**config.mk**
```make
export PLATFORM = sky130hd
export DESIGN_NAME = ssc_seq
export DESIGN_NICKNAME = d
export VERILOG_FILES = /design/src/rtl/core/ssc_pkg.sv /design/src/rtl/core/ssc_seq.sv
export SDC_FILE = /design/constraint.sdc
export NUM_CORES = 1
export LEC_CHECK = 0
export BUFFER_PORTS_ARGS = -buffer_cell sky130_fd_sc_hd__buf_2
export CORE_ASPECT_RATIO = 1.1
export CORE_MARGIN = 2
export CORE_UTILIZATION = 50
export CTS_CLUSTER_SIZE = 28
export DETAILED_ROUTE_END_ITERATION = 10
export PLACE_DENSITY_LB_ADDON = 0.2
export SYNTH_ARGS = -nofsm -noshare
export SYNTH_HDL_FRONTEND = slang
export SYNTH_SLANG_ARGS = --single-unit
```
**constraint.sdc**
```tcl
create_clock -name clk -period 2.4 [get_ports clk]
set_input_delay 0.24 -clock clk [delete_from_list [all_inputs] [get_ports clk]]
set_output_delay 0.24 -clock clk [all_outputs]
set_load 0.01 [all_outputs]
```
**src/rtl/core/ssc_pkg.sv**
```systemverilog
// Package for the segmented spike compaction unit.
// Holds sizes, the item codes and the structs shared by the core modules.
// No dependencies.
package ssc_pkg;

    localparam int unsigned NEURONS    = 4096;
    localparam int unsigned ENTRIES    = 65536;

    localparam int unsigned NEURON_W   = 12;
    localparam int unsigned POS_W      = 16;
    localparam int unsigned TOTAL_W    = 17;
    localparam int unsigned FLAG_DEPTH = 1 << NEURON_W;

    // Counter bound: the entry bound, clipped to what the position field holds.
    localparam int unsigned CAP = (ENTRIES < (1 << POS_W)) ? ENTRIES : (1 << POS_W);
    localparam logic [POS_W-1:0]   POS_MAX   = POS_W'(CAP - 1);
    localparam logic [TOTAL_W-1:0] TOTAL_MAX = TOTAL_W'(CAP);

    typedef enum logic {
        OP_WRITE = 1'b0,
        OP_SEND  = 1'b1
    } op_t;

    typedef struct packed {
        logic                rd_en;
        logic                wr_en;
        logic [NEURON_W-1:0] addr;
        logic                wr_data;
    } flag_req_t;

    typedef struct packed {
        logic ok;
        logic last_in_segment;
        logic last_of_list;
    } entry_t;

    typedef struct packed {
        logic               active;
        logic [POS_W-1:0]   position_in_segment;
        logic [POS_W-1:0]   slot;
        logic               segment_end;
        logic [TOTAL_W-1:0] active_total;
    } result_t;

    function automatic logic neuron_ok(input logic [NEURON_W-1:0] n);
        return 32'(n) < NEURONS;
    endfunction

endpackage

```
**src/rtl/core/ssc_seq.sv**
```systemverilog
// Segment and list counters with the result register of the compaction unit.
// Depends on ssc_pkg.
module ssc_seq import ssc_pkg::*; (
    input  logic    clk,
    input  logic    rst_n,
    input  logic    advance,
    input  entry_t  entry,
    input  logic    rd_flag,
    input  logic    out_ready,
    output logic    go,
    output logic    out_valid,
    output result_t result
);

    logic [POS_W-1:0]   seg_pos_reg;
    logic [POS_W-1:0]   seg_pos_next;
    logic [TOTAL_W-1:0] count_reg;
    logic [TOTAL_W-1:0] count_next;
    logic               out_valid_reg;
    logic               out_valid_next;
    result_t            result_reg;
    result_t            result_next;

    logic               act;
    logic               seg_end;
    logic [POS_W-1:0]   pos;
    logic [POS_W-1:0]   slot_clip;
    logic [TOTAL_W-1:0] total;

    assign go = !out_valid_reg || out_ready;

    always_comb
    begin
        act       = entry.ok & rd_flag;
        seg_end   = entry.last_in_segment | entry.last_of_list;
        pos       = (seg_pos_reg > POS_MAX) ? POS_MAX : seg_pos_reg;
        slot_clip = (count_reg > TOTAL_W'(POS_MAX)) ? POS_MAX : count_reg[POS_W-1:0];
        total     = (act && (count_reg < TOTAL_MAX)) ? count_reg + TOTAL_W'(1) : count_reg;

        result_next.active              = act;
        result_next.position_in_segment = pos;
        result_next.slot                = act ? slot_clip : '0;
        result_next.segment_end         = seg_end;
        result_next.active_total        = seg_end ? total : '0;

        seg_pos_next = seg_pos_reg;
        count_next   = count_reg;
        if (advance)
        begin
            seg_pos_next = seg_end ? '0 : ((pos < POS_MAX) ? pos + POS_W'(1) : POS_MAX);
            count_next   = entry.last_of_list ? '0 : total;
        end

        if (advance)
        begin
            out_valid_next = 1'b1;
        end
        else if (out_ready)
        begin
            out_valid_next = 1'b0;
        end
        else
        begin
            out_valid_next = out_valid_reg;
        end
    end

    always_ff @(posedge clk or negedge rst_n)
    begin
        if (!rst_n)
        begin
            seg_pos_reg   <= '0;
            count_reg     <= '0;
            out_valid_reg <= 1'b0;
        end
        else
        begin
            seg_pos_reg   <= seg_pos_next;
            count_reg     <= count_next;
            out_valid_reg <= out_valid_next;
        end
    end

    always_ff @(posedge clk)
    begin
        if (advance)
        begin
            result_reg <= result_next;
        end
    end

    assign out_valid = out_valid_reg;
    assign result    = result_reg;

endmodule

```
; Word level (Yosys, flattened, before mapping)
; Cells that the tools add are included.
[classes]
n_addsub = 2
n_lt_le_gt_ge = 4
n_mux = 8
bitwise = 2
n_reduce_logical = 4
[ops]
columns = op, count
row1 = 2-to-1 mux 16 bit, 4
row2 = 2-to-1 mux 17 bit, 2
row3 = adder 17 x 1 -> 17 bit (second input constant), 1
row4 = > comparator 17 x 16 -> 1 bit (second input constant), 1
row5 = < comparator 17 bit (second input constant), 1
row6 = adder 16 x 1 -> 16 bit (second input constant), 1
row7 = > comparator 16 bit (second input constant), 1
row8 = < comparator 16 bit (second input constant), 1
row9 = 2-to-1 mux 1 bit, 2
row10 = nonzero test 2 bit, 1
row11 = bitwise AND 1 bit, 1
row12 = logical AND 1 bit, 1
row13 = zero test 1 bit, 1
row14 = logical OR 1 bit, 1
row15 = bitwise OR 1 bit, 1
[word_totals]
ff_bits = 85
inputBits = 8
out_inout_bits = 53
wordCells = 28

; Depth between registers and ports, before layout
[depth]
ltp_word = 5
mapped_depth = 9
depth_no_buf = 7

; Worst setup path before layout
; OpenSTA, ideal clock, no wires.
[synth_path]
path_kind = register to register
startpoint = register count_reg[12]
endpoint = register result_reg (netlist bit result[24]) (data pin)
setup_ps = 266
arrival_ps = 1694
t_required_ps = 2134
setup_slack_ps = 440
path_stages_with_launch = 10
n_path_buf = 2
synth_period_minus_slack_ps = 1960
cell_sequence = dfrtp_1 -> clkbuf_1 -> and3_1 -> nand3_1 -> nor4_1 -> ha_1 -> nor2_1 -> clkbuf_1 -> nor2_1 -> nor2_1
[synth_via]
elab_chain_cells = 2
[synth_rtl]
columns = item, line_no
row1 = start: declaration, ssc_seq.sv:17  ; logic [TOTAL_W-1:0] count_reg;
row2 = start signal: assignment, ssc_seq.sv:79  ; count_reg <= count_next;
row3 = > comparator 17 x 16 -> 1 bit, ssc_seq.sv:37  ; slot_clip = (count_reg > TOTAL_W'(POS_MAX)) ? POS_MAX : count_reg[POS_W-1:0];
row4 = 2-to-1 mux 16 bit, ssc_seq.sv:37
row5 = end signal: assignment, ssc_seq.sv:88  ; result_reg <= result_next;
row6 = end: declaration, ssc_seq.sv:21  ; result_t result_reg;
; Every way passes these cells.
; A chain may end at the register's enable or synchronous reset.

; Final worst setup path
[layout_path]
startpoint = register count_reg[0]
endpoint = register result_reg (netlist bit result[14]) (data pin)
[layout_via]
elab_chain_cells = 3
elab_cells_between_ends = 4
cone_classes = add/sub: 1 / order compare: 1 / mux: 1 / reduce/logical: 1
[layout_rtl]
columns = item, line_no
row1 = < comparator 17 bit, ssc_seq.sv:38  ; total = (act && (count_reg < TOTAL_MAX)) ? count_reg + TOTAL_W'(1) : count_reg;
row2 = logical AND 1 bit, ssc_seq.sv:38
row3 = 2-to-1 mux 17 bit *, ssc_seq.sv:38
; Every way passes the cells marked *; elsewhere a longest branch is shown, timed or not.

==> key figures <==
Floorplanning
  – Core Box Area: around 7500 um2
  – Initial core utilization: about half
  – IO Count: slightly above 60
  – Die Span X: 88.1 um
  – Vert. Die Dim: ~97 um
  – Rows: 33
  – Die area: 8510 um2

Global route
  – Grt met3 use: ~3%
  – Busiest metal layer after global routing: met2
  – Pin count of the biggest net entering global routing: 41
  – Initial antenna violation count: 0
  – Global-route wire length before repair: 13200 um
  – Overall routing resource usage: 20.5%
  – Remaining global-route overflow: 0
  – Global Route met1 Usage: 25.8%
  – Number of global-route vias before repair: 2738
  – GR Layer Usage met2: around a third

Logic synthesis
  – Avg Cell Area, Syn: ~11 um2
  – Number of synthesized flops with an enable pin: ~50
  – Synthesized area: 3890 um2
  – Syn Nets: ~360
  – Yosys warnings: 0
  – Seq/Total Area, Yosys: roughly 60%
  – Ys async rst share: between 40% and 50%
  – Synth unique cells: 48
  – Mapped Cells: approximately 350
  – Register bit count reported by yosys: 85
  – Synth Flop Type: edfxtp_1

Hold path
  – Hold path endpoint: out_valid$_DFFE_PN0P_
  – Hold path start: out_ready
  – Hold Path Stages: 3
  – Worst min-delay path class: primary input to flop

Worst setup path
  – Worst Setup SP: count_reg[0]$_DFFE_PN0P_
  – RR Endpoint: result[14]$_SDFFCE_PP0P_
  – Crit end category: flop
  – Depth of the most critical reg-to-reg path: 5
  – CP startpoint kind: flop
  – Critical path's top delay family: simple AND/OR/NAND/NOR gates
  – Setup Crit Path Kind: flop to flop
  – Critical Path RT: roughly 2.6 ns
  – Worst EP arrival: 2.43 ns
  – Crit-path max FO: 8
  – Critical Path Max Stage Delay: roughly 0.52 ns
  – Worst Path Buf+Inv: 0
  – CP max stage cell: or3_2
  – CP cell instances: ha_1 > nand4b_1 > or3_2 > or4_1 > a21oi_1
  – R2r setup slk: about 0.17 ns
  – R2R Path Start: count_reg[0]$_DFFE_PN0P_

Clock tree
  – CTS H-tree depth: 3
  – Clock Pin Slew Worst Setup and Hold Paths: 0.08 ns
  – Num CTS Buffers: 9
  – Skew-Pair Late Insertion Delay: between 0.3 and 0.4 ns
  – CTS tree: yes
  – Clock buffer depth: 2
  – Root buffer cell: clkbuf_8
  – Clk sinks: 85

Power
  – Tot Pwr: 2.95 mW
  – Maximum vdd ir drop: 485 uV
  – P_leak: 1.85 nW
  – Pwr dens: 649 nW/um2

Timing
  – Worst Hold Margin: 0.135 ns
  – Clk_skew: ~0.0080 ns
  – Final Hold Violating Endpoints: 0
  – Tcrit/Tclk final: between 90% and 100%
  – TNS Setup: 0 ns
  – Rel. slew slack: between 40% and 50%
  – Peak Freq: 449 MHz
  – Final min period: approximately 2.2 ns
  – Slew Limit Fails: 0
  – RSZ-0062 raised after global routing: false
  – Setup violators final: 0
  – Measured slew at the worst slew-check pin: 0.780 ns

Detailed routing
  – Detailed Route WL: slightly above 8000 um
  – Via density: approximately 5.6
  – Via count: 2949
  – Antenna-violating nets left: 0
  – WL/cell: about 15 um
  – Iteration-0 DRC count of the detailed router: 251
  – DRC Markers: 0
  – Router iterations before antenna repair: 4

Placed design
  – GP Congestion: roughly 0.89
  – DP Area: between 4000 and 5000 um2
  – HPWL Detailed: roughly 5400 um
  – I/O Buffers: 60

Finish
  – Final instance area: 4540 um2
  – Layout Nets: approximately 430
  – Synthesis-to-finish area growth: 16.6%
  – Layout cells sized above 1: ~23%
  – Max reg flops: 51
  – N_diodes: 0

Flow run
  – Max-Cap Viols: 0

Status
  – Status: completed
worst max-delay path by stage:
stage                                           to  slack (ns)  depth (start not counted)
final                     result[14]$_SDFFCE_PP0P_        0.17                          5
after global routing      result[14]$_SDFFCE_PP0P_        0.08                          5
after CTS                 result[14]$_SDFFCE_PP0P_        0.06                          5
after detailed placement  result[14]$_SDFFCE_PP0P_        0.09                          5
after global placement    result[14]$_SDFFCE_PP0P_        0.15                          5
after floorplan           result[24]$_SDFFCE_PP0P_        0.44                          9
cells in the mapped netlist (6+ instances only):
| library cell | number | area [um2] |
|---|---|---|
| nand3_1 | 12 | 60.1 |
| inv_1 | 9 | 33.8 |
| nor4_1 | 8 | 50.1 |
| dfrtp_1 | 34 | 851 |
| xnor2_1 | 9 | 78.8 |
| nor2_1 | 61 | 229 |
| nand2_1 | 24 | 90.1 |
| edfxtp_1 | 51 | 1530 |
| buf_6 | 6 | 67.6 |
| o21ai_0 | 21 | 105 |
| a31oi_1 | 8 | 50.1 |
| nand4_1 | 7 | 43.8 |
| a21oi_1 | 15 | 75.1 |
| nor3_1 | 11 | 55.1 |
| clkbuf_1 | 10 | 37.5 |
cells by family (layout without fill, tap and decap cells):
logic type	count (synthesis)	in the layout	synth area share, %
adder cells (fa/ha/maj)	3	3	0.964
buffers and inverters	29	103	4.27
XOR/XNOR	11	11	2.48
flip-flops	85	85	61.2
AO/OA/AOI/OAI	68	68	11.0
multiplexers	1	1	0.289
AND/OR/NAND/NOR	154	154	19.8
where the power goes:
part,internal [mW],switching (mW)
logic,0.0824,0.145
clock network,0.586,0.486
registers,1.62,0.0333
layout make-up:
type	count	area, um2
Fill cell	671	2980
Sequential cell	85	2380
Multi-Input combinational cell	237	1350
Timing Repair Buffer	78	438
Clock buffer	12	135
Tap cell	105	131
Clock inverter	4	72.6
Inverter	9	33.8
tightest hold or removal path, delay by kind of cell:
family        cells  cell delay (ns)
buf+inv           1             0.07
simple gates      2             0.15
metrics by stage:
step / util (%) / std cells / setup slack (ns)
after CTS: 60.3 / 529 / 0.0621
after global placement: 57.4 / 512 / 0.153
after floorplan: - / 351 / 0.440
final: 60.4 / 530 / 0.170
after global routing: 60.4 / 530 / 0.0768
after detailed placement: 57.4 / 512 / 0.0871
layer usage:
layer	wire, um	vias to the layer above
li1	-	1433
met1	3480	1403
met4	130	0
met5	0	-
met3	484	11
met2	4040	102
repair_timing:
item                                    in CTS  in global routing
endpoints found under the hold margin       34                  0
setup buffers                                0                  1
endpoints found under the setup margin       0                 12
hold buffers                                 1                  0
gates resized for setup                      0                  1
placed cells by master (no fill, tap or decap), types with 9 or more instances in the layout:
cell type	n
buf_2	60
nand2_1	24
inv_1	9
o21ai_0	21
nor2_1	60
buf_4	17
xnor2_1	9
dfrtp_1	34
clkbuf_8	9
nor3_1	11
nand3_1	12
a21oi_1	15
edfxtp_1	51
No activity file was read; power rests on OpenSTA's default activity.
